<file path="src/hw/rtl/sre_pkg.sv">
// ----------------------------------------------------------------------------
// sre_pkg
// Shared widths and constants of the signed Rice encoder.
// ----------------------------------------------------------------------------
`default_nettype none

package sre_pkg;

  localparam int unsigned SAMPLE_W    = 16;
  localparam int unsigned MAPPED_W    = 17;
  localparam int unsigned K_W         = 4;
  localparam int unsigned REM_W       = 15;
  localparam int unsigned CODE_W      = 16;
  localparam int unsigned COUNT_W     = 5;
  localparam int unsigned MAX_RESULTS = 64;
  localparam int unsigned QUEUE_DEPTH = 2;

  localparam logic [K_W-1:0] K_RESET = 4'd2;

endpackage

`default_nettype wire

</file>
<file path="src/hw/rtl/sre_front.sv">
// ----------------------------------------------------------------------------
// sre_front
// Holds the divisor exponent, maps each sample to an unsigned value and
// classifies its code as sendable or too long.
// ----------------------------------------------------------------------------
`default_nettype none

module sre_front #(
  parameter int unsigned LIMIT = 1024,
  parameter int unsigned LEN_W = 11,
  parameter int unsigned ENTRY_W = 1 + sre_pkg::K_W + sre_pkg::REM_W + 2 * LEN_W
) (
  input  wire logic                         clk,
  input  wire logic                         rst,
  input  wire logic                         cfg_valid,
  input  wire logic [sre_pkg::K_W-1:0]      rice_k,
  input  wire logic                         in_valid,
  input  wire logic [sre_pkg::SAMPLE_W-1:0] sample,
  input  wire logic                         queue_full,
  output logic                              push,
  output logic [ENTRY_W-1:0]                entry
);

  localparam int unsigned LW = sre_pkg::MAPPED_W + 1;

  logic [sre_pkg::K_W-1:0]      k_value;
  logic [sre_pkg::MAPPED_W-1:0] neg;
  logic [sre_pkg::MAPPED_W-1:0] mapped;
  logic [sre_pkg::MAPPED_W-1:0] quot;
  logic [LW-1:0]                len_full;
  logic                         too_long;

  always_ff @(posedge clk) begin
    if (rst) begin
      k_value <= sre_pkg::K_RESET;
    end else if (cfg_valid) begin
      k_value <= rice_k;
    end
  end

  always_comb begin
    neg = sre_pkg::MAPPED_W'(0) - {sample[sre_pkg::SAMPLE_W-1], sample};
    if (sample[sre_pkg::SAMPLE_W-1] || (sample == '0)) begin
      mapped = {neg[sre_pkg::SAMPLE_W-1:0], 1'b0};
    end else begin
      mapped = {sample, 1'b0} - sre_pkg::MAPPED_W'(1);
    end
    quot     = mapped >> k_value;
    len_full = {1'b0, quot} + LW'(1) + LW'(k_value);
    too_long = len_full > LW'(LIMIT);
  end

  assign push  = in_valid && !queue_full;
  assign entry = {too_long, k_value, mapped[sre_pkg::REM_W-1:0],
                  quot[LEN_W-1:0], len_full[LEN_W-1:0]};

endmodule

`default_nettype wire

</file>
<file path="src/hw/rtl/sre_queue.sv">
// ----------------------------------------------------------------------------
// sre_queue
// Small first-in first-out buffer between the classifier and the chunk
// generator.
// ----------------------------------------------------------------------------
`default_nettype none

module sre_queue #(
  parameter int unsigned WIDTH = 8,
  parameter int unsigned DEPTH = 2
) (
  input  wire logic             clk,
  input  wire logic             rst,
  input  wire logic             push,
  input  wire logic [WIDTH-1:0] push_data,
  input  wire logic             pop,
  output logic                  full,
  output logic                  not_empty,
  output logic [WIDTH-1:0]      head
);

  localparam int unsigned PTR_W = (DEPTH > 1) ? $clog2(DEPTH) : 1;
  localparam int unsigned CNT_W = $clog2(DEPTH + 1);

  logic [WIDTH-1:0] slots [DEPTH];
  logic [PTR_W-1:0] wr_ptr;
  logic [PTR_W-1:0] rd_ptr;
  logic [CNT_W-1:0] fill;

  function automatic logic [PTR_W-1:0] bump(input logic [PTR_W-1:0] p);
    logic [PTR_W-1:0] r;
    if (p == PTR_W'(DEPTH - 1)) begin
      r = '0;
    end else begin
      r = p + PTR_W'(1);
    end
    return r;
  endfunction

  always_ff @(posedge clk) begin
    if (push) begin
      slots[wr_ptr] <= push_data;
    end
  end

  always_ff @(posedge clk) begin
    if (rst) begin
      wr_ptr <= '0;
      rd_ptr <= '0;
      fill   <= '0;
    end else begin
      if (push) begin
        wr_ptr <= bump(wr_ptr);
      end
      if (pop) begin
        rd_ptr <= bump(rd_ptr);
      end
      if (push && !pop) begin
        fill <= fill + CNT_W'(1);
      end else if (pop && !push) begin
        fill <= fill - CNT_W'(1);
      end
    end
  end

  assign full      = (fill == CNT_W'(DEPTH));
  assign not_empty = (fill != '0);
  assign head      = slots[rd_ptr];

endmodule

`default_nettype wire

</file>
<file path="src/hw/rtl/sre_back.sv">
// ----------------------------------------------------------------------------
// sre_back
// Cuts each queued code into chunks, one chunk per cycle while out_stall is
// low, into an output register.
// ----------------------------------------------------------------------------
`default_nettype none

module sre_back #(
  parameter int unsigned CHUNK_BITS = 16,
  parameter int unsigned LEN_W = 11,
  parameter int unsigned ENTRY_W = 1 + sre_pkg::K_W + sre_pkg::REM_W + 2 * LEN_W
) (
  input  wire logic                        clk,
  input  wire logic                        rst,
  input  wire logic                        head_valid,
  input  wire logic [ENTRY_W-1:0]          head,
  output logic                             pop,
  output logic                             out_valid,
  input  wire logic                        out_stall,
  output logic [sre_pkg::CODE_W-1:0]       code_bits,
  output logic [sre_pkg::COUNT_W-1:0]      bit_count,
  output logic                             last_chunk,
  output logic                             overflow
);

  localparam int unsigned AW    = LEN_W + 2;
  localparam int unsigned CNT_W = $clog2(CHUNK_BITS + 1);

  logic                       e_ovf;
  logic [sre_pkg::K_W-1:0]    e_k;
  logic [sre_pkg::REM_W-1:0]  e_rem;
  logic [LEN_W-1:0]           e_q;
  logic [LEN_W-1:0]           e_len;

  logic [LEN_W-1:0]           pos;
  logic [LEN_W-1:0]           pos_next;
  logic [AW-1:0]              remaining;
  logic                       is_last;
  logic [AW-1:0]              n;
  logic [sre_pkg::CODE_W-1:0] chunk;
  logic                       load;
  logic                       take;

  assign {e_ovf, e_k, e_rem, e_q, e_len} = head;

  assign load = !out_valid || !out_stall;
  assign take = load && head_valid;

  always_comb begin
    logic [AW-1:0] idx;
    logic [AW-1:0] qk;
    logic [AW-1:0] sel;
    remaining = AW'(e_len) - AW'(pos);
    is_last   = e_ovf || (remaining <= AW'(CHUNK_BITS));
    n         = (remaining <= AW'(CHUNK_BITS)) ? remaining : AW'(CHUNK_BITS);
    qk        = AW'(e_q) + AW'(e_k);
    chunk     = '0;
    for (int b = 0; b < sre_pkg::CODE_W; b++) begin
      idx = AW'(pos) + n - AW'(1) - AW'(b);
      sel = qk - idx;
      if (AW'(b) < n) begin
        if (idx < AW'(e_q)) begin
          chunk[b] = 1'b1;
        end else if (idx == AW'(e_q)) begin
          chunk[b] = 1'b0;
        end else begin
          chunk[b] = e_rem[sel[sre_pkg::K_W-1:0]];
        end
      end
    end
    if (is_last) begin
      pos_next = '0;
    end else begin
      pos_next = LEN_W'(AW'(pos) + AW'(CHUNK_BITS));
    end
  end

  assign pop = take && is_last;

  always_ff @(posedge clk) begin
    if (rst) begin
      pos       <= '0;
      out_valid <= 1'b0;
    end else begin
      if (take) begin
        pos <= pos_next;
      end
      if (load) begin
        out_valid <= head_valid;
      end
    end
  end

  always_ff @(posedge clk) begin
    if (take) begin
      if (e_ovf) begin
        code_bits  <= '0;
        bit_count  <= '0;
        last_chunk <= 1'b1;
        overflow   <= 1'b1;
      end else begin
        code_bits  <= chunk;
        bit_count  <= sre_pkg::COUNT_W'(n[CNT_W-1:0]);
        last_chunk <= is_last;
        overflow   <= 1'b0;
      end
    end
  end

endmodule

`default_nettype wire

</file>
<file path="src/hw/rtl/signed_rice_encoder_core.sv">
// ----------------------------------------------------------------------------
// signed_rice_encoder_core
// Signed Golomb-Rice encoder with zigzag mapping; emits each code in chunks.
// ----------------------------------------------------------------------------
//  Channel   Signals                                       Direction
//  config    cfg_valid, cfg_ready, rice_k                  in
//  sample    in_valid, in_stall, sample                    in
//  chunk     out_valid, out_stall, code_bits, bit_count,   out
//            last_chunk, overflow
//
// A sample is classified in the cycle of its transfer and queued in a
// two-entry buffer. The chunk generator sends one chunk per cycle while
// out_stall is low, ceil(length / CHUNK_BITS) chunks per sample and a single
// chunk for a refused code. Reset is synchronous and sets rice_k to 2. The
// input stalls only while the buffer is full.
// ----------------------------------------------------------------------------
`default_nettype none

module signed_rice_encoder_core #(
  parameter int unsigned CHUNK_BITS    = 16,
  parameter int unsigned MAX_CODE_BITS = 1024
) (
  input  wire logic                         clk,
  input  wire logic                         rst,
  input  wire logic                         cfg_valid,
  output logic                              cfg_ready,
  input  wire logic [sre_pkg::K_W-1:0]      rice_k,
  input  wire logic                         in_valid,
  output logic                              in_stall,
  input  wire logic [sre_pkg::SAMPLE_W-1:0] sample,
  output logic                              out_valid,
  input  wire logic                         out_stall,
  output logic [sre_pkg::CODE_W-1:0]        code_bits,
  output logic [sre_pkg::COUNT_W-1:0]       bit_count,
  output logic                              last_chunk,
  output logic                              overflow
);

  localparam int unsigned CHUNK_LIMIT = sre_pkg::MAX_RESULTS * CHUNK_BITS;
  localparam int unsigned LIMIT =
    (MAX_CODE_BITS < CHUNK_LIMIT) ? MAX_CODE_BITS : CHUNK_LIMIT;
  localparam int unsigned LEN_W   = $clog2(LIMIT + 1);
  localparam int unsigned ENTRY_W = 1 + sre_pkg::K_W + sre_pkg::REM_W + 2 * LEN_W;

  logic               push;
  logic               pop;
  logic               full;
  logic               not_empty;
  logic [ENTRY_W-1:0] entry;
  logic [ENTRY_W-1:0] head;

  assign cfg_ready = 1'b1;
  assign in_stall  = full;

  sre_front #(
    .LIMIT   (LIMIT),
    .LEN_W   (LEN_W),
    .ENTRY_W (ENTRY_W)
  ) u_front (
    .clk        (clk),
    .rst        (rst),
    .cfg_valid  (cfg_valid),
    .rice_k     (rice_k),
    .in_valid   (in_valid),
    .sample     (sample),
    .queue_full (full),
    .push       (push),
    .entry      (entry)
  );

  sre_queue #(
    .WIDTH (ENTRY_W),
    .DEPTH (sre_pkg::QUEUE_DEPTH)
  ) u_queue (
    .clk       (clk),
    .rst       (rst),
    .push      (push),
    .push_data (entry),
    .pop       (pop),
    .full      (full),
    .not_empty (not_empty),
    .head      (head)
  );

  sre_back #(
    .CHUNK_BITS (CHUNK_BITS),
    .LEN_W      (LEN_W),
    .ENTRY_W    (ENTRY_W)
  ) u_back (
    .clk        (clk),
    .rst        (rst),
    .head_valid (not_empty),
    .head       (head),
    .pop        (pop),
    .out_valid  (out_valid),
    .out_stall  (out_stall),
    .code_bits  (code_bits),
    .bit_count  (bit_count),
    .last_chunk (last_chunk),
    .overflow   (overflow)
  );

endmodule

`default_nettype wire

</file>
<file path="config.mk">
export PLATFORM = sky130hd
export DESIGN_NAME = signed_rice_encoder_core
export DESIGN_NICKNAME = d
export VERILOG_FILES = /design/src/hw/rtl/sre_pkg.sv /design/src/hw/rtl/sre_front.sv /design/src/hw/rtl/sre_queue.sv /design/src/hw/rtl/sre_back.sv /design/src/hw/rtl/signed_rice_encoder_core.sv
export SDC_FILE = /design/constraint.sdc
export NUM_CORES = 1
export LEC_CHECK = 0
export ABC_AREA = 1
export ABC_CLOCK_PERIOD_IN_PS = 6800
export BUFFER_PORTS_ARGS = -buffer_cell sky130_fd_sc_hd__buf_2
export CORE_MARGIN = 10
export CORE_UTILIZATION = 50
export DETAILED_ROUTE_END_ITERATION = 7
export PLACE_DENSITY = 0.69
export SYNTH_ARGS = -nofsm -noshare
export SYNTH_HDL_FRONTEND = slang
export SYNTH_SLANG_ARGS = --single-unit
</file>
<file path="constraint.sdc">
create_clock -name clk -period 6.8 [get_ports clk]
set_input_delay 1.36 -clock clk [delete_from_list [all_inputs] [get_ports clk]]
set_output_delay 1.36 -clock clk [all_outputs]
set_load 0.005 [all_outputs]
</file>
**Word level (Yosys, flattened, before mapping)**

Memories as Yosys holds them, arrays and structs flattened. A register that Yosys moved wholly into a read port is not among the register bits.
Index checks and enable logic that the tools add are counted.

- Flip-flop bits (word level): 43
- RAM bits: 84
- Input bits: 25
- Output and inout port bits: 26
- Word-level logic and storage cells: 262
- Memories: 1

Memories:

| name | depth | width | read ports | clocked after Yosys merged registers in | write ports | line | source |
|---|---|---|---|---|---|---|---|
| u_queue.slots | 2 | 42 | 1 | 1 | 1 | sre_queue.sv:25 | `logic [WIDTH-1:0] slots [DEPTH];` |

- $add $sub $neg: 44
- Order comparisons: 50
- Eq/ne operators: 17
- Shift operators: 1
- Multiplexer cells: 76
- Bitwise logic cells: 16
- Reduce and logical (&&, ||, !) cells: 32

Operators by type and width:

| cell | number |
|---|---|
| 13-bit by 11-bit equality test with 1-bit output | 16 |
| 13-bit by 11-bit less-than comparator with 1-bit output | 16 |
| 4-bit by 13-bit less-than comparator with 1-bit output (first input constant) | 8 |
| 13-bit by 4-bit subtractor with 13-bit output (second input constant) | 8 |
| 4-bit by 5-bit less-than comparator with 1-bit output (second input constant) | 16 |
| 1-bit binary-select mux with 4-bit select | 16 |
| 4-bit subtractor | 16 |
| 1-bit two-way mux | 55 |
| 3-bit by 13-bit less-than comparator with 1-bit output (first input constant) | 4 |
| 13-bit by 3-bit subtractor with 13-bit output (second input constant) | 4 |
| 2-bit OR reduction | 16 |
| 1-bit by 13-bit less-than comparator with 1-bit output (first input constant) | 2 |
| 2-bit by 13-bit less-than comparator with 1-bit output (first input constant) | 2 |
| 13-bit by 1-bit subtractor with 13-bit output (second input constant) | 2 |
| 13-bit by 2-bit subtractor with 13-bit output (second input constant) | 2 |
| 17-bit by 1-bit adder with 18-bit output (second input constant) | 1 |
| 18-bit by 4-bit adder with 18-bit output | 1 |
| 18-bit by 11-bit greater-than comparator with 1-bit output (second input constant) | 1 |
| 17-bit two-way mux | 1 |
| 17-bit by 4-bit right shift with 17-bit output | 1 |
| 17-bit by 1-bit subtractor with 17-bit output (second input constant) | 1 |
| 16-bit logical NOT | 1 |
| 1-bit inverter | 16 |
| 1-bit by 16-bit subtractor with 16-bit output (first input constant) | 1 |
| other kinds (16) | 29 |

**Longest topological paths before layout**

Gate-level depths: netlist (run 1).

- Word-level depth: 11
- Mapped depth: 46

**Cells and area by module**

A second synthesis (run 1) with hierarchy kept.

- Cell total of the unflattened synthesis: 2202
- Area, all modules: 16310.6 sq um

By module, submodules not included:

| module | times used | cells each | area an instance (sq um) |
|---|---|---|---|
| sre_back | 1 | 1497 | 10110.9 |
| sre_queue | 1 | 164 | 3463.3 |
| sre_front | 1 | 539 | 2725.1 |
| signed_rice_encoder_core | 1 | 2 | 11.3 |

**Worst setup path before layout (run 1)**

No wires, ideal clock.

- Path type: reg2reg
- Start: register (tool-made name)
- End: register u_back.code_bits[8] (netlist bit) (data pin)
- Library setup time: 256 ps
- Arrival time: 7094 ps
- Data required time: 6544 ps
- Path slack: -550 ps
- Cell stages (with the launch flop): 41
- Period minus slack after synthesis: 7350 ps
- Cell sequence: dfxtp_1 > buf_4 > buf_2 > buf_1 > buf_1 > clkbuf_1 > nand2_1 > nand2_1 > ha_1 > o21ai_0 > nand2_1 > nand3b_1 > nand2_1 > nand2_1 > and2_1 > nand2_1 > nor2_1 > nand4_2 > [5 not listed] > fa_1 > xnor2_4 > clkinv_1 > ha_1 > inv_1 > nor2_4 > inv_1 > nor2_4 > inv_1 > nor2_1 > xor2_1 > ha_1 > nand2_1 > or4_1 > nor4_1 > nand3_1 > nand2_1 > a21oi_1

RTL lines:

| element | line | source |
|---|---|---|
| end signal: assignment | sre_back.sv:102 | `code_bits <= chunk;` |
| end: declaration | sre_back.sv:20 | `output logic [sre_pkg::CODE_W-1:0] code_bits,` |

==> out/metrics.cfg, run 1 <==
[sta]
rsz0062_at_grt=no
finalCritPeriodShare_pct=92.3
fin_crit_ps=6270
hold_violations=0
setup_viol=0
skew_ps=25.6
final_max_slew_viol_count=0
tns_ps=0
worstMarginPinSlew_ps=998
fmax_ghz=0.159
max_slew_margin_pct=32.0

[worst_hold_path]
hold_path_depth=1
min_path_type=reg2reg

[outcome]
status=completed

[global_route]
grt_usage_pct=27.6
grt_overflow=0
grt_pass1_vias=14900
grt_pass1_wl_mm=83.3
antenna_found_initial=0
grt_max_degree=43

[cts]
clock_latency_ps=450
hold_buffers=0
clk_pin_slew_ps=80
cts_tree=built
cts_sinks=124
htree_levels=4
numCtsBuffers=17
cts.path.max_buffers=2
cts-root-buf=clkbuf_16

[setup_path]
start_kind=flip-flop
timing.reg2reg.setup_slack_ps=530
worst-path-buf-inv=6
critical_path.slowest_cell=or4_1
reg2reg_depth=37
cp.arrival_ps=6480
cp-end-kind=flip-flop
slowest_delay_ps=520
cp.required_ps=7010
crit_path_frequent_cell=nand2_1
path_class=reg2reg
setup.worst_path.end=u_back.code_bits[8]
crit_cells=37
crit_family=simple AND/OR/NAND/NOR gates
rr_endpoint=u_back.code_bits[8]
crit_fanout=10

[placement]
gp_congestion=1.08
hpwl_mm=41.7
port_buffers=49

[floorplan]
dieArea_mm2=0.0390
fp.dieW_um=197
start_util_pct=51.0
num_rows=64
core-area_mm2=0.0308
die_height_um=197
io_pins=51

[detailed_routing]
num_vias=15400
dr.pass1.iters=6
wl_per_cell_um=20.2
drt_iter0_drc=1327
viasPerCell=5.77
ant_nets=0
drc=0
routed_wl_mm=54.0

[synthesis]
ys_seq_area_share_pct=22.6
synthFlopType=edfxtp_1
async_flop_share_pct=0
ys_warn_count=0
synthAdderAreaFrac_pct=17.8
synthSimpleGateAreaFrac_pct=29.8
synth_compound_area_share_pct=11.1
netlist_area_mm2=0.0157
muxShareOfSynthArea_pct=1.70
synth-seq-cells=124
synthCells=2198
synth_edf_count=107
synthDistinctLibCells=64
synth-xor-area-share_pct=9.28
avgSynthCellArea_um2=7.16
synth_top_family_by_area=simple AND/OR/NAND/NOR gates

[finish]
fillers=2998
syn_to_final_growth_pct=9.22
antenna_cells=0
nets=2501
layout-drive-gt1-share_pct=10.1

[run]
drv_cap=0

-- metrics by stage --
step / worst slack, ps / area, um2 / instances / hold slack, ps / utilization [%]
after floorplan: 17.5 / 15800 / 2205 / 426 / -
after global placement: 343 / 16600 / 2631 / 438 / 53.8
after detailed placement: 291 / 16600 / 2631 / 450 / 53.8
after CTS: 287 / 17200 / 2663 / 462 / 55.6
after global routing: 18.5 / 17200 / 2665 / 494 / 55.7
final: 526 / 17200 / 2665 / 460 / 55.7
-- kinds of logic (layout without fill, tap and decap cells) --
kind of cell / after synthesis / in the layout
AND/OR/NAND/NOR: 1056 / 1056
AO/OA/AOI/OAI: 307 / 307
buffers and inverters: 303 / 367
adder cells (fa/ha/maj): 220 / 220
XOR/XNOR: 162 / 162
flip-flops: 124 / 124
multiplexers: 25 / 25
other: 1 / 8
-- per-layer routing --
metal	routed length [um]	GRT usage (%)	vias up
met4	2740	14.0	0
met5	0	0	-
li1	-	-	7458
met2	24100	44.5	594
met1	23500	35.5	7207
met3	3520	3.56	128
-- sequential cells by signal (all words and copies together), names as in the netlist, named ones only --
| name | count |
|---|---|
| u_back.bit_count | 5 |
| u_back.code_bits | 16 |
| u_back.last_chunk | 1 |
| u_back.out_valid | 1 |
| u_back.overflow | 1 |
| u_back.pos | 7 |
| u_front.k_value | 4 |
| u_queue.fill | 2 |
| u_queue.rd_ptr | 1 |
| u_queue.slots | 84 |
| u_queue.wr_ptr | 1 |
-- cells in the mapped netlist (all sizes together) (3+ instances only) --
cell     count  area, um2
a211oi       8       60.1
a21o         4       30.0
a21oi      141        713
a221oi       3       26.3
a31o         4       35.0
and2         8       50.1
buf         31        193
clkbuf      21       78.8
clkinv       5       18.8
dfxtp       17        340
edfxtp     107       3210
fa           7        140
ha         213       2670
inv        246        926
mux2        14        158
mux2i       11        110
nand2      612       2410
nand3      221       1160
nand3b       4       30.0
nand4       22        144
nor2       158        712
nor3        11       55.1
nor4        10       62.6
o2111ai     10       87.6
o211ai       9       67.6
o21a         3       22.5
o21ai      103        516
o21bai      11       82.6
or2          5       31.3
xnor2       33        315
xor2       129       1140
-- cells in the final DEF, fill, tap and decap left out, types with 5 or more instances in the layout --
| cell type | count |
|---|---|
| nand2_4 | 8 |
| nand3_2 | 8 |
| edfxtp_1 | 107 |
| nor2_2 | 5 |
| nor4_1 | 10 |
| conb_1 | 8 |
| mux2_2 | 14 |
| ha_1 | 213 |
| a21oi_1 | 139 |
| o21ai_0 | 94 |
| nor2_1 | 137 |
| nand2_1 | 585 |
| fa_1 | 7 |
| and2_1 | 6 |
| nand2_2 | 18 |
| mux2i_4 | 7 |
| clkinv_1 | 5 |
| nand4_1 | 21 |
| a211oi_1 | 8 |
| buf_4 | 35 |
| inv_6 | 5 |
| or2_2 | 5 |
| buf_2 | 49 |
| nor3_1 | 11 |
| o2111ai_1 | 10 |
| o21bai_1 | 11 |
| xnor2_1 | 31 |
| clkbuf_16 | 17 |
| o211ai_1 | 9 |
| nand3_1 | 212 |
| dfxtp_1 | 16 |
| xor2_1 | 127 |
| nor2_4 | 15 |
| o21ai_1 | 9 |
| inv_2 | 13 |
| inv_1 | 231 |
-- worst min path at each step --
stage                         from        endpoint
finish              u_queue.rd_ptr       flip-flop
global route        u_queue.rd_ptr       flip-flop
CTS                 u_queue.rd_ptr       flip-flop
detailed placement  u_queue.rd_ptr       flip-flop
global placement    u_queue.rd_ptr  u_queue.rd_ptr
floorplan           u_queue.rd_ptr       flip-flop
-- repair_timing --
action,CTS,global route
endpoints found under the setup margin,0,8
gates resized for setup,0,7
buffers inserted,0,2
-- final cells by class --
class	instances	area (um2)	area share [%]
clock buffers	17	425	2.48
clock inverters	15	138	0.801
inverters	251	952	5.54
multi-input cells	1778	11100	64.7
flip-flops and latches	124	3550	20.7
well taps	396	495	2.88
repair buffers	84	508	2.96
Power of run 1 is not shown: default switching activity piles up to over one toggle a cycle in this logic, so the estimate is an artifact.
==> inputs of run 2 (changes only) <==
--- a/config.mk
+++ b/config.mk
@@ -7,11 +7,11 @@
 export LEC_CHECK = 0
 export ABC_AREA = 1
 export ABC_CLOCK_PERIOD_IN_PS = 6800
-export BUFFER_PORTS_ARGS = -buffer_cell sky130_fd_sc_hd__buf_2
 export CORE_MARGIN = 10
 export CORE_UTILIZATION = 50
 export DETAILED_ROUTE_END_ITERATION = 7
-export PLACE_DENSITY = 0.69
+export DONT_BUFFER_PORTS = 1
+export PLACE_DENSITY = 0.68
 export SYNTH_ARGS = -nofsm -noshare
 export SYNTH_HDL_FRONTEND = slang
 export SYNTH_SLANG_ARGS = --single-unit
==> run 2 against run 1 <==
Effect of this change:
- sequential share of layout area is 0.24 points higher
- die area stayed put
- core utilization is 0.63 points lower
- routed wire length is 1.5% lower
- non-clock buffer count is 46 lower
==> out/metrics.cfg, run 2 (synthesis results as in run 1) <==
[outcome]
status=completed

[global_route]
grt_max_degree=44  ; +2.3%
grt_overflow=0  ; unchanged
antenna_found_initial=1  ; +1
grt_usage_pct=27.3  ; -0.33 points
grt_pass1_wl_mm=82.2  ; -1.4%
grt_pass1_vias=14700  ; -1.8%

[floorplan]
io_pins=51  ; unchanged
dieArea_mm2=0.0390  ; unchanged
die_height_um=197  ; unchanged
fp.dieW_um=197  ; unchanged
start_util_pct=51.0  ; unchanged
core-area_mm2=0.0308  ; unchanged
num_rows=64  ; unchanged

[cts]
cts_tree=built
htree_levels=4  ; unchanged
hold_buffers=0  ; unchanged
cts.path.max_buffers=2  ; unchanged
clock_latency_ps=450  ; about the same
clk_pin_slew_ps=80  ; about the same
numCtsBuffers=17  ; unchanged
cts-root-buf=clkbuf_16
cts_sinks=124  ; unchanged

[sta]
skew_ps=17.5  ; -8.11 ps
max_slew_margin_pct=28.8  ; -3.2 points
hold_violations=0  ; unchanged
rsz0062_at_grt=no
finalWorstSetupSlack_ps=508  ; -18.0 ps
tns_ps=0  ; unchanged
worstMarginPinSlew_ps=1050  ; +47.0 ps
setup_viol=0  ; unchanged
fin_crit_ps=6290  ; +18.0 ps
fmax_ghz=0.159  ; -0.29%
final_max_slew_viol_count=0  ; unchanged
finalCritPeriodShare_pct=92.5  ; +0.27 points

[setup_path]
crit_path_frequent_cell=nand2_1
cp.arrival_ps=6490  ; about the same
crit_fanout=26  ; +16
start_kind=flip-flop
path_class=reg2reg
cp.required_ps=7000  ; about the same
cp-end-kind=flip-flop
slowest_delay_ps=510  ; about the same
critical_path.slowest_cell=or4_1

[worst_hold_path]
min_path_type=reg2reg

[finish]
layout-drive-gt1-share_pct=8.28  ; -1.8 points
multi_input_area_mm2=0.0111  ; about the same
nets=2455  ; -1.8%
largest_reg_flops=84  ; unchanged
fillers=2954  ; -1.5%
top_register=u_queue.slots
antenna_cells=0  ; unchanged
final_common_cell=nand2_1
final_cell_mix=nand2_1 (585), inv_1 (231), ha_1 (213)
final_cell_area_mm2=0.0170  ; -1.1%
syn_to_final_growth_pct=7.98
regArea_mm2=0.00355  ; unchanged
reg_top3=u_queue.slots x84, u_back.code_bits x16, u_back.pos x7

[detailed_routing]
viasPerCell=5.79  ; +0.22%
routed_wl_mm=53.2  ; -1.5%
dr.pass1.iters=6  ; unchanged
drt_iter0_drc=1445  ; +8.9%
drc=0  ; unchanged
ant_nets=0  ; unchanged
wl_per_cell_um=20.3  ; +0.25%
num_vias=15200  ; -1.5%

[placement]
placed_area_mm2=0.0164  ; -1.4%
gp_congestion=1.10  ; +1.6%
dp_slack_ps=470  ; +180 ps
port_buffers=0  ; -100%
hpwl_mm=41.3  ; -0.90%

[run]
drv_cap=0  ; unchanged

## run 2: cell count changes in the layout (fill, tap and decap cells not counted), moves of 2 or more
cell / change
clkinv_8: +2
inv_8: +3
clkinv_2: -2
nand2_4: -2
buf_4: +2
buf_2: -49
## run 2: per-layer routing
layer / global-route usage, % / up-vias / routed length [um]
met1: 34.5 / 7058 / 23200
met5: 0 / - / 0
li1: - / 7372 / -
met3: 3.78 / 147 / 3340
met2: 43.8 / 577 / 23700
met4: 15.7 / 0 / 2950
## run 2: final cells by class
type	instances	share of cell area [%]
multi-input combinational	1778	65.3
sequential	124	20.9
inverter	251	5.59
tap	396	2.92
clock buffer	17	2.50
timing repair buffer	38	1.70
clock inverter	15	1.02
## run 2: critical path, delay by kind of cell, from the launching register on
family,cells,cell delay [ps]
xor+xnor,1,110
fa+ha+maj,5,1340
simple gates,20,2840
flops,1,420
buf+inv,8,990
compound gates,2,350
## run 2: timing repair
item	CTS	global route
buffers inserted	0	3
endpoints found under the setup margin	0	10
gates resized for setup	0	5
## run 2: path summary, 6_finish.rpt
| path | from | to | slack [ps] | cells after the start |
|---|---|---|---|---|
| setup / recovery | flip-flop | u_back.code_bits[8] | 510 | 36 |
| hold / removal | u_queue.rd_ptr | flip-flop | 450 | 1 |
| setup reg to reg | flip-flop | u_back.code_bits[8] | 510 | 36 |
| hold reg to reg | u_queue.rd_ptr | flip-flop | 450 | 1 |
## run 2: through the flow
stage	std cells	hold slack [ps]	util (%)
after floorplan	2205	426	-
after global placement	2584	436	53.0
after detailed placement	2584	436	53.0
after CTS	2616	445	55.0
after global routing	2619	496	55.1
final	2619	447	55.1
Power of run 2 is left out for the same reason.
==> inputs of run 3 (changes only) <==
--- a/config.mk
+++ b/config.mk
@@ -7,11 +7,13 @@
 export LEC_CHECK = 0
 export ABC_AREA = 1
 export ABC_CLOCK_PERIOD_IN_PS = 6800
+export CELL_PAD_IN_SITES_DETAIL_PLACEMENT = 1
+export CELL_PAD_IN_SITES_GLOBAL_PLACEMENT = 2
 export CORE_MARGIN = 10
-export CORE_UTILIZATION = 50
+export CORE_UTILIZATION = 35
 export DETAILED_ROUTE_END_ITERATION = 7
 export DONT_BUFFER_PORTS = 1
-export PLACE_DENSITY = 0.68
+export PLACE_DENSITY_LB_ADDON = 0.1
 export SYNTH_ARGS = -nofsm -noshare
 export SYNTH_HDL_FRONTEND = slang
 export SYNTH_SLANG_ARGS = --single-unit
==> run 3 against run 2 <==
Effect of this change:
- first-iteration DRC count decreased by 36%
- critical path type unchanged
- highest routed layer is now met5
- largest cell class unchanged
- routed wire length grew 19%
- critical path depth fell by 5
==> out/metrics.cfg, run 3 (synthesis results as in run 1) <==
[floorplan]
core-area_mm2=0.0443  ; +44%
io_pins=51  ; unchanged
fp.dieW_um=232  ; +18%
dieArea_mm2=0.0538  ; +38%
num_rows=77  ; +20%
die_height_um=232  ; +18%
start_util_pct=35.5  ; -16 points

[cts]
clk_pin_slew_ps=60  ; -20 ps
cts.path.max_buffers=2  ; unchanged
hold_buffers=0  ; unchanged
htree_levels=4  ; unchanged
cts-root-buf=clkbuf_16
cts_tree=built
numCtsBuffers=17  ; unchanged
clock_latency_ps=470  ; +20 ps
cts_sinks=124  ; unchanged

[detailed_routing]
dr.pass1.iters=5  ; -1
routed_wl_mm=63.5  ; +19%
wl_per_cell_um=22.5  ; +11%
drt_iter0_drc=929  ; -36%
drc=0  ; unchanged
num_vias=15000  ; -0.86%
ant_nets=0  ; unchanged
viasPerCell=5.32  ; -8.1%

[sta]
hold_violations=0  ; unchanged
tns_ps=0  ; unchanged
fin_crit_ps=6400  ; +112 ps
finalCritPeriodShare_pct=94.2  ; +1.6 points
hold_ws_ps=448  ; +1.13 ps
worstMarginPinSlew_ps=1090  ; +42.5 ps
max_slew_margin_pct=25.9  ; -2.9 points
setup_viol=0  ; unchanged
rsz0062_at_grt=no
final_max_slew_viol_count=0  ; unchanged
fmax_ghz=0.156  ; -1.7%
skew_ps=21.1  ; +3.57 ps

[global_route]
grt_max_degree=43  ; -2.3%
grt_usage_pct=23.7  ; -3.6 points
grt_pass1_vias=15700  ; +6.9%
grt_pass1_wl_mm=96.2  ; +17%
grt_overflow=0  ; unchanged
antenna_found_initial=2  ; +1

[worst_hold_path]
min_path_type=reg2reg
hold_path_depth=1  ; unchanged
hp-start=u_queue.rd_ptr

[placement]
hpwl_mm=50.9  ; +23%
gp_congestion=0.976  ; -11%
port_buffers=0  ; unchanged

[finish]
nets=2465  ; +0.41%
final_common_cell=nand2_1
layout-drive-gt1-share_pct=8.69  ; +0.41 points
final_cell_mix=nand2_1 (585), inv_1 (230), ha_1 (213)
syn_to_final_growth_pct=9.66
reg_top3=u_queue.slots x84, u_back.code_bits x16, u_back.pos x7
antenna_cells=0  ; unchanged
largest_reg_flops=84  ; unchanged
top_register=u_queue.slots

[setup_path]
crit_cells=31  ; -14%
reg2reg_depth=31  ; -14%
crit_fanout=9  ; -65%
critical_path.slowest_cell=ha_1
cp.arrival_ps=6640  ; +150 ps
cp-end-kind=flip-flop
path_class=reg2reg
timing.reg2reg.setup_slack_ps=400  ; -110 ps
rr_endpoint=u_back.code_bits[14]
crit_path_frequent_cell=nand2_1
cp.required_ps=7030  ; +30 ps
slowest_delay_ps=620  ; +110 ps
start_kind=flip-flop
crit_family=adder cells
worst-path-buf-inv=5  ; -3

[outcome]
status=completed

[run]
drv_cap=0  ; unchanged

-- run 3: what timing repair did --
item,CTS,global route
endpoints found under the setup margin,0,11
buffers inserted,0,2
resized for setup,0,6
-- run 3: worst max-delay path by stage --
stage | startpoint | to | slack (ps)
floorplan | flip-flop | u_back.code_bits[8] | 20
global placement | flip-flop | u_back.code_bits[12] | 390
detailed placement | flip-flop | u_back.code_bits[12] | 300
CTS | flip-flop | u_back.code_bits[12] | 270
global route | flip-flop | u_back.code_bits[8] | 30
finish | flip-flop | u_back.code_bits[14] | 400
-- run 3: worst register-to-register path: cells and delay by family (launching register included) --
family	cells	cell delay (ps)
adder cells (fa/ha/maj)	5	1950
AND/OR/NAND/NOR	13	1400
AO/OA/AOI/OAI	7	1370
buffers and inverters	5	780
flip-flops	1	380
XOR/XNOR	1	310
-- run 3: cell type report --
class                      instances  area [um2]
fill                            5603       27100
multi-input combinational       1778       11100
sequential                       124        3550
inverter                         251         953
tap                              592         741
clock buffer                      18         429
timing repair buffer              48         360
clock inverter                    14         135
-- run 3: through the flow --
step,utilization (%),setup slack (ps),cells,area (um2)
finish,38.9,396,2825,17300
global route,38.9,27.5,2825,17300
global placement,37.6,392,2791,16700
floorplan,-,17.5,2205,15800
detailed placement,37.6,303,2791,16700
CTS,38.9,273,2823,17200
-- run 3: layer usage --
layer	GRT usage, %	part of all wire (%)	routed length [um]
met1	30.1	46	28900
met2	39.2	47	29700
met3	3.68	3.5	2230
met4	10.1	4.0	2560
met5	0	0.039	25
Power of run 3 is left out for the same reason.
